$ cat config.mk
export PLATFORM = sky130hd
export DESIGN_NAME = url_argument_guard
export DESIGN_NICKNAME = d
export VERILOG_FILES = /design/src/design/uag_pkg.sv /design/src/design/uag_front.sv /design/src/design/uag_queue.sv /design/src/design/uag_back.sv /design/src/design/url_argument_guard.sv
export SDC_FILE = /design/constraint.sdc
export NUM_CORES = 1
export LEC_CHECK = 0
export BUFFER_PORTS_ARGS = -buffer_cell sky130_fd_sc_hd__buf_2
export CORE_ASPECT_RATIO = 0.75
export CORE_UTILIZATION = 50
export CTS_BUF_LIST = sky130_fd_sc_hd__clkbuf_4 sky130_fd_sc_hd__clkbuf_8
export DETAILED_ROUTE_END_ITERATION = 8
export PLACE_DENSITY = 0.79
export SLEW_MARGIN = 25
export SYNTH_ARGS = -nofsm -noshare
export SYNTH_HDL_FRONTEND = slang
export SYNTH_SLANG_ARGS = --single-unit
$ cat constraint.sdc
create_clock -name clk -period 5.3 [get_ports clk]
set_clock_uncertainty 0.2 [all_clocks]
set_input_delay 0.265 -clock clk [delete_from_list [all_inputs] [get_ports clk]]
set_output_delay 0.265 -clock clk [all_outputs]
set_load 0.02 [all_outputs]
$ cat src/design/uag_pkg.sv
// ----------------------------------------------------------------------------
// uag_pkg
// Shared types, constants and character classes for the URL argument guard.
// ----------------------------------------------------------------------------
`default_nettype none

package uag_pkg;

    localparam int QUEUE_DEPTH = 2;

    localparam logic [7:0] CHAR_PLUS  = 8'h2B;
    localparam logic [7:0] CHAR_MINUS = 8'h2D;
    localparam logic [7:0] CHAR_DOT   = 8'h2E;
    localparam logic [7:0] CHAR_COLON = 8'h3A;

    localparam logic [16:0] PORT_MAX        = 17'd65535;
    localparam logic [2:0]  PORT_DIGITS_MAX = 3'd5;
    localparam logic [2:0]  SUFFIX_SAT      = 3'd6;
    localparam logic [1:0]  SCHEME_SAT      = 2'd2;

    // Progress of the "--" match: zero, one or two dashes, or no match.
    localparam logic [1:0] DASH_NONE   = 2'd0;
    localparam logic [1:0] DASH_DOUBLE = 2'd2;
    localparam logic [1:0] DASH_MISS   = 2'd3;

    typedef struct packed {
        logic [7:0] char_code;
        logic       has_char;
        logic       arg_end;
        logic       list_end;
    } uag_in_t;

    typedef struct packed {
        logic arg_is_url;
        logic list_safe;
        logic final_verdict;
    } uag_out_t;

    // Classification of one finished argument, handed from front to back.
    typedef struct packed {
        logic is_url;
        logic is_dash_dash;
        logic list_end;
    } uag_summary_t;

    function automatic logic is_letter(input logic [7:0] c);
        is_letter = ((c >= 8'h41) && (c <= 8'h5A)) || ((c >= 8'h61) && (c <= 8'h7A));
    endfunction

    function automatic logic is_digit(input logic [7:0] c);
        is_digit = (c >= 8'h30) && (c <= 8'h39);
    endfunction

    function automatic logic is_scheme_char(input logic [7:0] c);
        is_scheme_char = is_letter(c) || is_digit(c) || (c == CHAR_PLUS) ||
                         (c == CHAR_MINUS) || (c == CHAR_DOT);
    endfunction

endpackage

`default_nettype wire

$ cat src/design/uag_front.sv
// ----------------------------------------------------------------------------
// uag_front
// Takes one argument byte per cycle while the queue is not full and classifies the argument at its end.
// ----------------------------------------------------------------------------
`default_nettype none

module uag_front
    import uag_pkg::*;
(
    input  wire logic         clk,
    input  wire logic         rst_n,
    input  wire logic         push,
    output logic              full,
    input  wire uag_in_t      item,
    input  wire logic         q_full,
    output logic              q_push,
    output uag_summary_t      q_data
);

    logic        after_colon_reg,  after_colon_next;
    logic [1:0]  scheme_len_reg,   scheme_len_next;
    logic        scheme_valid_reg, scheme_valid_next;
    logic        scheme_dot_reg,   scheme_dot_next;
    logic [2:0]  suffix_len_reg,   suffix_len_next;
    logic        suffix_dig_reg,   suffix_dig_next;
    logic [16:0] port_reg,         port_next;
    logic [1:0]  dash_reg,         dash_next;

    logic        accept;
    logic [7:0]  c;
    logic [16:0] port_x10;
    logic        host_port;

    assign full   = q_full;
    assign accept = push && !q_full;
    assign c      = item.char_code;
    assign port_x10 = (port_reg << 3) + (port_reg << 1);

    always_comb
    begin
        after_colon_next  = after_colon_reg;
        scheme_len_next   = scheme_len_reg;
        scheme_valid_next = scheme_valid_reg;
        scheme_dot_next   = scheme_dot_reg;
        suffix_len_next   = suffix_len_reg;
        suffix_dig_next   = suffix_dig_reg;
        port_next         = port_reg;
        dash_next         = dash_reg;
        if (item.has_char)
        begin
            if ((dash_reg < DASH_DOUBLE) && (c == CHAR_MINUS))
                dash_next = dash_reg + 2'd1;
            else
                dash_next = DASH_MISS;

            if (!after_colon_reg)
            begin
                if (c == CHAR_COLON)
                    after_colon_next = 1'b1;
                else
                begin
                    if (scheme_len_reg == 2'd0)
                    begin
                        if (!is_letter(c))
                            scheme_valid_next = 1'b0;
                    end
                    else if (!is_scheme_char(c))
                        scheme_valid_next = 1'b0;
                    if (c == CHAR_DOT)
                        scheme_dot_next = 1'b1;
                    if (scheme_len_reg < SCHEME_SAT)
                        scheme_len_next = scheme_len_reg + 2'd1;
                end
            end
            else
            begin
                if (!is_digit(c))
                    suffix_dig_next = 1'b0;
                else if (suffix_len_reg < PORT_DIGITS_MAX)
                    port_next = port_x10 + {13'd0, c[3:0]};
                if (suffix_len_reg < SUFFIX_SAT)
                    suffix_len_next = suffix_len_reg + 3'd1;
            end
        end
    end

    // A dotted scheme followed by a plain port number is a host:port.
    assign host_port = scheme_dot_next && (suffix_len_next != 3'd0) &&
                       (suffix_len_next <= PORT_DIGITS_MAX) && suffix_dig_next &&
                       (port_next != 17'd0) && (port_next <= PORT_MAX);

    always_comb
    begin
        q_push              = accept && item.arg_end;
        q_data.is_url       = after_colon_next && (scheme_len_next == SCHEME_SAT) &&
                              scheme_valid_next && !host_port;
        q_data.is_dash_dash = (dash_next == DASH_DOUBLE);
        q_data.list_end     = item.list_end;
    end

    always_ff @(posedge clk or negedge rst_n)
    begin
        if (!rst_n)
        begin
            after_colon_reg  <= 1'b0;
            scheme_len_reg   <= 2'd0;
            scheme_valid_reg <= 1'b1;
            scheme_dot_reg   <= 1'b0;
            suffix_len_reg   <= 3'd0;
            suffix_dig_reg   <= 1'b1;
            port_reg         <= 17'd0;
            dash_reg         <= DASH_NONE;
        end
        else if (accept)
        begin
            if (item.arg_end)
            begin
                after_colon_reg  <= 1'b0;
                scheme_len_reg   <= 2'd0;
                scheme_valid_reg <= 1'b1;
                scheme_dot_reg   <= 1'b0;
                suffix_len_reg   <= 3'd0;
                suffix_dig_reg   <= 1'b1;
                port_reg         <= 17'd0;
                dash_reg         <= DASH_NONE;
            end
            else
            begin
                after_colon_reg  <= after_colon_next;
                scheme_len_reg   <= scheme_len_next;
                scheme_valid_reg <= scheme_valid_next;
                scheme_dot_reg   <= scheme_dot_next;
                suffix_len_reg   <= suffix_len_next;
                suffix_dig_reg   <= suffix_dig_next;
                port_reg         <= port_next;
                dash_reg         <= dash_next;
            end
        end
    end

endmodule

`default_nettype wire

$ cat src/design/uag_queue.sv
// ----------------------------------------------------------------------------
// uag_queue
// Short register queue of argument summaries between front and back.
// ----------------------------------------------------------------------------
`default_nettype none

module uag_queue
    import uag_pkg::*;
#(
    parameter int DEPTH = QUEUE_DEPTH
)
(
    input  wire logic          clk,
    input  wire logic          rst_n,
    input  wire logic          wr_en,
    input  wire uag_summary_t  wr_data,
    output logic               full,
    input  wire logic          rd_en,
    output uag_summary_t       rd_data,
    output logic               empty
);

    localparam int PW = $clog2(DEPTH);
    localparam int CW = $clog2(DEPTH + 1);

    uag_summary_t   mem_reg [DEPTH];
    logic [PW-1:0]  wr_ptr_reg, wr_ptr_next;
    logic [PW-1:0]  rd_ptr_reg, rd_ptr_next;
    logic [CW-1:0]  count_reg,  count_next;

    assign full    = (count_reg == CW'(DEPTH));
    assign empty   = (count_reg == '0);
    assign rd_data = mem_reg[rd_ptr_reg];

    always_comb
    begin
        wr_ptr_next = wr_ptr_reg;
        rd_ptr_next = rd_ptr_reg;
        count_next  = count_reg;
        if (wr_en)
            wr_ptr_next = (wr_ptr_reg == PW'(DEPTH - 1)) ? '0 : wr_ptr_reg + 1'b1;
        if (rd_en)
            rd_ptr_next = (rd_ptr_reg == PW'(DEPTH - 1)) ? '0 : rd_ptr_reg + 1'b1;
        if (wr_en && !rd_en)
            count_next = count_reg + 1'b1;
        else if (rd_en && !wr_en)
            count_next = count_reg - 1'b1;
    end

    always_ff @(posedge clk or negedge rst_n)
    begin
        if (!rst_n)
        begin
            wr_ptr_reg <= '0;
            rd_ptr_reg <= '0;
            count_reg  <= '0;
        end
        else
        begin
            wr_ptr_reg <= wr_ptr_next;
            rd_ptr_reg <= rd_ptr_next;
            count_reg  <= count_next;
        end
    end

    always_ff @(posedge clk)
    begin
        if (wr_en)
            mem_reg[wr_ptr_reg] <= wr_data;
    end

endmodule

`default_nettype wire

$ cat src/design/uag_back.sv
// ----------------------------------------------------------------------------
// uag_back
// Keeps the running list verdict and holds the result for the consumer.
// ----------------------------------------------------------------------------
`default_nettype none

module uag_back
    import uag_pkg::*;
(
    input  wire logic          clk,
    input  wire logic          rst_n,
    input  wire logic          q_empty,
    input  wire uag_summary_t  q_data,
    output logic               q_pop,
    output logic               empty,
    input  wire logic          pop,
    output uag_out_t           result
);

    logic     url_seen_reg,     url_seen_next;
    logic     list_blocked_reg, list_blocked_next;
    logic     list_stopped_reg, list_stopped_next;
    logic     out_valid_reg;
    uag_out_t out_reg, out_next;

    assign q_pop  = !q_empty && (!out_valid_reg || pop);
    assign empty  = !out_valid_reg;
    assign result = out_reg;

    always_comb
    begin
        url_seen_next     = url_seen_reg;
        list_blocked_next = list_blocked_reg;
        list_stopped_next = list_stopped_reg;
        // Once "--" is seen the verdict no longer moves for this list.
        if (!list_stopped_reg)
        begin
            if (q_data.is_dash_dash)
                list_stopped_next = 1'b1;
            else if (url_seen_reg)
                list_blocked_next = 1'b1;
            else if (q_data.is_url)
                url_seen_next = 1'b1;
        end
        out_next.arg_is_url    = q_data.is_url;
        out_next.list_safe     = !list_blocked_next;
        out_next.final_verdict = q_data.list_end;
    end

    always_ff @(posedge clk or negedge rst_n)
    begin
        if (!rst_n)
        begin
            url_seen_reg     <= 1'b0;
            list_blocked_reg <= 1'b0;
            list_stopped_reg <= 1'b0;
            out_valid_reg    <= 1'b0;
        end
        else
        begin
            if (q_pop)
            begin
                if (q_data.list_end)
                begin
                    url_seen_reg     <= 1'b0;
                    list_blocked_reg <= 1'b0;
                    list_stopped_reg <= 1'b0;
                end
                else
                begin
                    url_seen_reg     <= url_seen_next;
                    list_blocked_reg <= list_blocked_next;
                    list_stopped_reg <= list_stopped_next;
                end
                out_valid_reg <= 1'b1;
            end
            else if (pop)
                out_valid_reg <= 1'b0;
        end
    end

    always_ff @(posedge clk)
    begin
        if (q_pop)
            out_reg <= out_next;
    end

endmodule

`default_nettype wire

$ cat src/design/url_argument_guard.sv
// ----------------------------------------------------------------------------
// url_argument_guard
// Streaming guard that flags URL arguments and blocks arguments after them.
// ----------------------------------------------------------------------------
// The block takes one argument byte per clock cycle while full is low, and gives
// one result for every item that ends an argument. The front classifier
// updates its per-argument flags and the port accumulator for every byte;
// once the closing item is taken, the summary of an argument is written into
// the queue and from there moved into the result output register. A
// queue of QUEUE_DEPTH argument summaries sits between the classifier and
// the list verdict stage, and one output register holds the oldest result,
// so the input side keeps running while results wait to be popped; full
// rises only when that queue and the output register are both occupied.
// ----------------------------------------------------------------------------
`default_nettype none

module url_argument_guard
    import uag_pkg::*;
#(
    parameter int QDEPTH = QUEUE_DEPTH
)
(
    input  wire logic     clk,
    input  wire logic     rst_n,
    input  wire logic     push,
    output logic          full,
    input  wire uag_in_t  item,
    output logic          empty,
    input  wire logic     pop,
    output uag_out_t      result
);

    logic         q_push;
    logic         q_full;
    logic         q_pop;
    logic         q_empty;
    uag_summary_t q_wr_data;
    uag_summary_t q_rd_data;

    uag_front u_front (
        .clk    (clk),
        .rst_n  (rst_n),
        .push   (push),
        .full   (full),
        .item   (item),
        .q_full (q_full),
        .q_push (q_push),
        .q_data (q_wr_data)
    );

    uag_queue #(
        .DEPTH (QDEPTH)
    ) u_queue (
        .clk     (clk),
        .rst_n   (rst_n),
        .wr_en   (q_push),
        .wr_data (q_wr_data),
        .full    (q_full),
        .rd_en   (q_pop),
        .rd_data (q_rd_data),
        .empty   (q_empty)
    );

    uag_back u_back (
        .clk     (clk),
        .rst_n   (rst_n),
        .q_empty (q_empty),
        .q_data  (q_rd_data),
        .q_pop   (q_pop),
        .empty   (empty),
        .pop     (pop),
        .result  (result)
    );

    a_no_push_when_full: assert property (
        @(posedge clk) disable iff (!rst_n) q_push |-> !q_full
    ) else $error("summary written into a full queue");

    a_no_pop_when_empty: assert property (
        @(posedge clk) disable iff (!rst_n) q_pop |-> !q_empty
    ) else $error("summary read from an empty queue");

    a_result_latency: assert property (
        @(posedge clk) disable iff (!rst_n)
        (push && !full && item.arg_end && q_empty && empty) |=> ##1 !empty
    ) else $error("result missing two cycles after an idle argument end");

endmodule

`default_nettype wire

==> summary.md, run 1 <==
| Metric | Value |
|---|---|
| Clk slew on worst S/H paths | `90 ps` |
| Clock power share | `22.3%` |
| CTS Buf Count | `5` |
| Pwr dens | `292.6 nW/um2` |
| Final period util | `64.51%` |
| First-pass GRT wire length | `11.37 mm` |
| DRC | `0` |
| Initial antenna violation count | `0` |
| Fraction of layout instances using a drive strength above 1 | `11.08%` |
| Slew Limit Fails | `0` |
| Total Routing Usage GR | `21.84%` |
| Leakage power | `1.567 nW` |
| DR pass1 iterations | `4` |
| Final TNS setup | `0 ps` |
| Critical path launch point type | `flip-flop` |
| Longest Clk Path Bufs | `2` |
| Synthesized area | `~3100 um2` |
| VDD IR max | `0.1965 mV` |
| Count of different cell masters after synthesis | `61` |
| N_diodes | `0` |
| Status | `finished clean` |
| Syn Nets | `381` |
| Hold WC Path Type | `primary input to flip-flop` |
| Max Cap Viol | `0` |
| Row Count | `24` |
| Mean Syn Cell Area | `9.397 um2` |
| Hpwl dp | `around 5.2 mm` |
| Register area share after synthesis | `37.50%` |
| RePlAce Congestion | `0.9037` |
| CP max FO | `4` |
| Final setup margin | `1881 ps` |
| Setup violation total in the final timing report | `0` |
| Post_cts resized | `0` |
| Int Pwr | `0.0006305 W` |
| Worst-Skew Late Latency | `300 ps` |
| Worst Setup End Kind | `flip-flop` |
| Number of flip-flops in the largest register | `17` |
| Clock root buffer | `clkbuf_8` |
| TritonCTS clock tree | `done` |
| H-tree levels | `2` |
| Die X-Extent | `93.35 um` |
| Final ANT Viol Nets | `0` |
| RSZ-0062 raised after global routing | `false` |
| Critical path arrival | `3320 ps` |
| Via/cell ratio | `5.888` |
| Flop pwr share | `between 40% and 50%` |
| Relative slew slack | `46.29%` |
| Full die area | `6582 um2` |
| Endpoints failing hold | `0` |
| Vias | `2532` |
| Fillers | `521` |
| Fmax | `between 200 and 300 MHz` |
| Switching power share of the total | `a little over a third` |
| Post-Place Setup Slack | `1883 ps` |
| Worst-Margin Slew | `between 800 and 900 ps` |
| Cells after synthesis | `between 300 and 400` |
| Switching power | `~0.00036 W` |
| Asr flop ratio synth | `80.00%` |
| Gr ovfl total | `0` |
| Post-synth EDFFs | `9` |
| Yosys warnings | `0` |
| Die height | `70.51 um` |
| Drt first-iter violations | `180` |
| Vias in the first global route | `2399` |
| Critical path type | `flip-flop to flip-flop` |
| Flop and latch count out of synthesis | `45` |
| Worst endpoint required time | `5200 ps` |
| Drt total wl | `6.627 mm` |
| # port buffers | `19` |
| Fin nets | `399` |
| Total chip power | `about 0.001 W` |
| Largest net degree at the start of global routing | `37` |
| CORE AREA | `5916 um2` |
| Sequential Area | `1174 um2` |
| Area of the multi-input gates | `1837 um2` |
| Layout area overhead | `7.797%` |
| Min Tclk post-route | `roughly 3400 ps` |
| Combinational share of power | `a little under a third` |
| Clock sinks | `45` |
| Initial Util | `between 50% and 60%` |
| Post-synth top flop | `dfrtp_1` |
| I/O pin cnt | `20` |
| WL/cell | `approximately 15 um` |
## final timing paths
kind	from	end	slack, ps	cells past startpoint
worst max-delay path	u_front.port_reg[0]	u_queue.mem_reg[1][2]	1880	11
worst min-delay path	pop	u_back.out_valid_reg	20	3
worst max register to register	u_front.port_reg[0]	u_queue.mem_reg[1][2]	1880	11
worst min register to register	u_front.suffix_dig_reg	u_front.suffix_dig_reg	290	2
max in group asynchronous	rst_n	u_front.port_reg[3]	4000	2
min in group asynchronous	rst_n	u_back.url_seen_reg	380	2
## cells by family after synthesis
group / after synthesis / synth area share [%]
AO/OA/AOI/OAI: 94 / 19.55
AND/OR/NAND/NOR: 114 / 18.67
flip-flops: 45 / 37.51
adder cells (fa/ha/maj): 33 / 13.67
buffers and inverters: 25 / 3.798
multiplexers: 4 / 1.759
XOR/XNOR: 18 / 5.038
## metal layers
layer | GRT usage, % | vias to the layer above | routed length, um
met3 | 3.922 | 4 | 295
met5 | 0 | - | 0
li1 | - | 1257 | -
met2 | 33.66 | 61 | 2975
met1 | 32.84 | 1210 | 3315
met4 | 3.248 | 0 | 40
## cells in the mapped netlist (2+ instances only)
cell type	n	area (um2)
xor2_1	8	70.07
nor2_1	29	108.9
nand2_1	33	123.9
o21ai_0	18	90.09
buf_2	2	10.01
inv_1	15	56.30
buf_6	3	33.78
o21a_1	3	22.52
o211ai_1	2	15.01
clkbuf_1	5	18.77
edfxtp_1	9	270.3
a22oi_1	2	15.01
nand4_1	2	12.51
nor2b_1	3	18.77
a211oi_1	5	37.54
or4_1	3	22.52
nor4_1	4	25.02
a21oi_1	19	95.09
nand3_1	10	50.05
mux2_2	2	22.52
nand2b_1	7	43.79
nor3_1	6	30.03
dfrtp_1	34	850.8
a21o_1	5	37.54
a22o_1	9	78.83
xnor2_1	10	87.58
o31a_1	2	17.52
nor3b_1	4	30.03
o21ai_1	12	60.06
a31oi_1	4	25.02
dfstp_2	2	52.55
ha_1	31	387.9
fa_1	2	40.04
## critical path, stage by stage, from the launching register on
cell	delay, ps
dfrtp_1	410
inv_1	80
fa_1	520
fa_1	490
nor2b_1	210
o31a_1	210
a2bb2oi_1	200
xnor2_1	130
o21ai_0	110
and4bb_1	310
nand4_1	110
o41ai_2	260
## what timing repair did
item / 4_1_cts / 5_1_grt
setup buffers: 0 / 0
hold buffers: 2 / 0
endpoints found under the hold margin: 36 / 0
## cell type report
cell class	count	share of cell area (%)
clock buffer	5	2.040
timing repair buffer	21	3.412
clock inverter	3	0.7418
multi-input combinational	263	54.45
tap	78	2.893
inverter	15	1.669
sequential	45	34.79
## metrics by stage
step / std cells / utilization (%) / hold slack, ps / area (um2)
2_1_floorplan: 333 / - / -230.6 / 3129
3_3_place_gp: 420 / 55.10 / 211.5 / 3259
3_5_place_dp: 420 / 55.10 / 201.8 / 3259
4_1_cts: 430 / 57.02 / 15.83 / 3373
5_1_grt: 430 / 57.02 / 35.27 / 3373
6_report: 430 / 57.02 / 23.96 / 3373
## cells in the final DEF, fill, tap and decap left out, types with 6 or more instances in the layout
cell,n
buf_2,19
nor2_1,29
nor3_1,6
dfrtp_1,34
o21ai_1,12
a21oi_1,19
ha_1,31
nand3_1,10
o21ai_0,18
nand2_1,33
a22o_1,9
edfxtp_1,9
xnor2_1,10
xor2_1,8
inv_1,15
nand2b_1,7
## power groups by stage
stage / sequential [W] / clock (W) / combinational (W)
2_1_floorplan: 0.000474 / 0 / 0.000213
3_3_place_gp: 0.000473 / 0 / 0.000283
3_5_place_dp: 0.000478 / 0 / 0.000295
4_1_cts: 0.000471 / 0.000223 / 0.000298
5_1_grt: 0.000480 / 0.000240 / 0.000335
6_report: 0.000471 / 0.000220 / 0.000296
Power figures use the tool's default switching activity.
==> run 2: changes to the inputs <==
--- a/config.mk
+++ b/config.mk
@@ -5,12 +5,13 @@
 export SDC_FILE = /design/constraint.sdc
 export NUM_CORES = 1
 export LEC_CHECK = 0
+export ABC_AREA = 1
 export BUFFER_PORTS_ARGS = -buffer_cell sky130_fd_sc_hd__buf_2
 export CORE_ASPECT_RATIO = 0.75
 export CORE_UTILIZATION = 50
 export CTS_BUF_LIST = sky130_fd_sc_hd__clkbuf_4 sky130_fd_sc_hd__clkbuf_8
 export DETAILED_ROUTE_END_ITERATION = 8
-export PLACE_DENSITY = 0.79
+export PLACE_DENSITY = 0.78
 export SLEW_MARGIN = 25
 export SYNTH_ARGS = -nofsm -noshare
 export SYNTH_HDL_FRONTEND = slang
==> constraint.sdc (replaced) <==
create_clock -name clk -period 3.3 [get_ports clk]
set_clock_uncertainty 0.2 [all_clocks]
set_input_delay 0.165 -clock clk [delete_from_list [all_inputs] [get_ports clk]]
set_output_delay 0.165 -clock clk [all_outputs]
set_load 0.02 [all_outputs]
==> run 2 against run 1 <==
Effect of this change:
- the flow now finishes with violations (DRC)
- register-to-register slack worse by 1600 ps
- cell count is 37% higher
- critical path depth is 4 higher
- die area is 9.9% higher
- sequential share of layout area is 3.5 points lower
- utilization is 0.91 points higher
- largest power group unchanged
- worst hold slack better by 22 ps
- combinational power is 54% higher
==> summary.md, run 2 <==
| Metric | Value |
|---|---|
| I/O pin cnt | `20` |
| Slowest cell on crit path | `fa_1` |
| Largest delay contributor family on the critical path | `adder cells` |
| Total Routing Usage GR | `22.49%` |
| Row Count | `25` |
| Endpoints failing hold | `0` |
| Max Cap Viol | `0` |
| WL/cell | `about 13 um` |
| CTS Buf Count | `5` |
| Leakage power | `2.043 nW` |
| Syn Nets | `530` |
| Clk slew on worst S/H paths | `~100 ps` |
| Synthesized area | `roughly 3400 um2` |
| Flop and latch count out of synthesis | `45` |
| Top post-synthesis cells by count | `143 x nand2_1, 77 x inv_1, 39 x nor2_1, 34 x dfrtp_1, 33 x nand3_1` |
| Reg2reg path depth | `15` |
| Layout area overhead | `8.820%` |
| Fraction of layout instances using a drive strength above 1 | `8.841%` |
| Clock root buffer | `clkbuf_8` |
| Fin nets | `556` |
| Area leader, netlist | `dfrtp_1` |
| Final non-filler cell total | `590` |
| Die height | `73.91 um` |
| Hold buffer count at cts | `4` |
| Flop pwr share | `47.1%` |
| Vias in the first global route | `2780` |
| Initial Util | `53.24%` |
| Sequential Area | `1174 um2` |
| Final ANT Viol Nets | `0` |
| Worst path most repeated cell | `nand2_1` |
| Levels on crit path | `15` |
| DR pass1 iterations | `7` |
| Yosys warnings | `0` |
| Critical-path cell list | `inv_1 -> fa_1 -> fa_1 -> inv_1 -> nand3_1 -> nand2_1 -> nand2_1 -> nand2_1 -> nand2_1 -> nand2_1 -> nand2_1 -> nand3_1 -> nand3_1 -> a21oi_1 -> a21oi_2` |
| Initial antenna violation count | `0` |
| Post-CTS setup buffers | `0` |
| Area share of the largest cell type after synthesis | `between 20% and 30%` |
| R2R Setup Slk | `approximately 260 ps` |
| First-pass GRT wire length | `12.77 mm` |
| Combinational share of power | `between 20% and 30%` |
| DP Cell Count | `just under 600` |
| RePlAce Congestion | `0.8737` |
| Register area share after synthesis | `between 30% and 40%` |
| Cells after synthesis | `482` |
| Count of different cell masters after synthesis | `38` |
| Finished Cell Area | `3751 um2` |
| Largest net degree at the start of global routing | `37` |
| Full die area | `7233 um2` |
| Area of the multi-input gates | `1926 um2` |
| Area post-placement | `3617 um2` |
| Slew Limit Fails | `0` |
| Clock sinks | `45` |
| Worst endpoint required time | `3160 ps` |
| WHS | `46.40 ps` |
| Most frequent cells in the layout | `143 x nand2_1, 77 x inv_1, 39 x nor2_1` |
| Number of flip-flops in the largest register | `17` |
| Longest Clk Path Bufs | `2` |
| Leading cell type in the layout, fill and taps excluded | `nand2_1` |
| Worst Path Buf+Inv | `2` |
| Post-synth EDFFs | `9` |
| # port buffers | `19` |
| Via/cell ratio | `5.319` |
| CORE AREA | `6475 um2` |
| Worst-Margin Slew | `830.4 ps` |
| Pwr dens | `415.0 nW/um2` |
| Drt first-iter violations | `between 200 and 250` |
| Critical path launch point type | `flip-flop` |
| Reg2Reg Capture Point | `u_queue.mem_reg[0][2]` |
| CP peak stage delay | `about 480 ps` |
| Depth of the worst hold-timing path | `3` |
| Asr flop ratio synth | `80.00%` |
| Status | `complete, but fails checks` |
| H-tree levels | `2` |
| Final TNS setup | `0 ps` |
| Min Tclk post-route | `between 3000 and 4000 ps` |
| CP max FO | `3` |
| Die X-Extent | `97.88 um` |
| Clock power share | `23.5%` |
| Critical path arrival | `2900 ps` |
| Mean Syn Cell Area | `7.152 um2` |
| Post-Route Utilization | `57.93%` |
| Critical path type | `flip-flop to flip-flop` |
| TritonCTS clock tree | `done` |
| VDD IR max | `0.3496 mV` |
| RSZ-0062 raised after global routing | `false` |
| Worst-Skew Late Latency | `~300 ps` |
| Hold Path Origin | `item[2]` |
| Switching power | `0.0005686 W` |
| Vias | `3138` |
| Most frequent cell after synthesis | `nand2_1` |
| Gr ovfl total | `0` |
| Top cells by area, synth | `dfrtp_1 25%, nand2_1 16%, ha_1 11%` |
| DRC | `1` |
| Failing checks | `DRC` |
| Fillers | `590` |
| Final period util | `92.06%` |
| Hold WC Path Type | `primary input to flip-flop` |
| Hold EP | `u_front.after_colon_reg` |
| Int Pwr | `0.0009880 W` |
| Worst Setup End Kind | `flip-flop` |
| Switching power share of the total | `36.53%` |
| Relative slew slack | `44.64%` |
| Post-synth top flop | `dfrtp_1` |
| Hpwl dp | `5.848 mm` |
| Fmax | `between 300 and 400 MHz` |
| Post_cts resized | `0` |
| Worst R2R Start | `u_front.port_reg[2]` |
| Drt total wl | `7.681 mm` |
| Setup violation total in the final timing report | `0` |
| N_diodes | `0` |
==> run 2: cell count changes in the layout (fill, tap and decap cells not counted), moves of 7 or more <==
cell and delta:
nand2_1 +110, nor2_1 +10, inv_1 +62, nand2b_1 -7, nand3b_1 +7, o22ai_1 +11, xnor2_1 -8, o21ai_1 -10
nand3_1 +23
==> run 2: cells by family after synthesis <==
logic type | synth area share (%)
DFF | 34.05
xor gates and xnor gates | 2.033
adders and majority gates | 12.41
buffers and inverters | 10.09
and+or+nand+nor | 30.64
AOI/OAI and AO/OA | 10.78
==> run 2: how the worst max path moves through the flow <==
stage                              startpoint  slack (ps)                     to
after global placement    u_front.port_reg[0]         390  u_queue.mem_reg[0][2]
after global routing      u_front.port_reg[1]          30  u_queue.mem_reg[1][2]
after floorplan           u_front.port_reg[0]         550  u_queue.mem_reg[0][2]
after detailed placement  u_front.port_reg[0]         330  u_queue.mem_reg[0][2]
after CTS                 u_front.port_reg[0]         280  u_queue.mem_reg[0][2]
final                     u_front.port_reg[2]         260  u_queue.mem_reg[0][2]
==> run 2: layout make-up <==
| type | instances | share of cell area [%] |
|---|---|---|
| Multi-Input combinational cell | 349 | 51.33 |
| Sequential cell | 45 | 31.29 |
| Timing Repair Buffer | 24 | 3.803 |
| Clock inverter | 3 | 0.6671 |
| Clock buffer | 5 | 1.835 |
| Inverter | 83 | 8.372 |
| Tap cell | 81 | 2.702 |
==> run 2: per-layer routing <==
metal  routed length, um  vias up  global-route usage, %
li1                    -     1613                      -
met4                  53        0                  4.882
met5                   0        -                      0
met2                3218       92                  34.98
met1                4007     1427                  33.21
met3                 401        6                  3.520
==> run 2: worst reg2reg max path, cell delays in order, from the launching register on <==
cell	delay [ps]
dfrtp_1	410
inv_1	90
fa_1	460
fa_1	480
inv_1	70
nand3_1	70
nand2_1	140
nand2_1	80
nand2_1	80
nand2_1	70
nand2_1	80
nand2_1	70
nand3_1	80
nand3_1	110
a21oi_1	200
a21oi_2	90
==> run 2: power groups by stage <==
stage	Clock, W	Sequential, W	Combinational (W)
floorplan	0	0.000760	0.000304
global placement	0	0.000742	0.000442
detailed placement	0	0.000743	0.000455
CTS	0.000371	0.000733	0.000459
global route	0.000391	0.000744	0.000522
finish	0.000366	0.000734	0.000457
==> run 2: through the flow <==
step	power, W	setup WS [ps]
floorplan	0.001065	549.3
finish	0.001557	261.9
detailed placement	0.001198	326.0
global route	0.001657	26.76
CTS	0.001563	275.1
global placement	0.001185	393.6
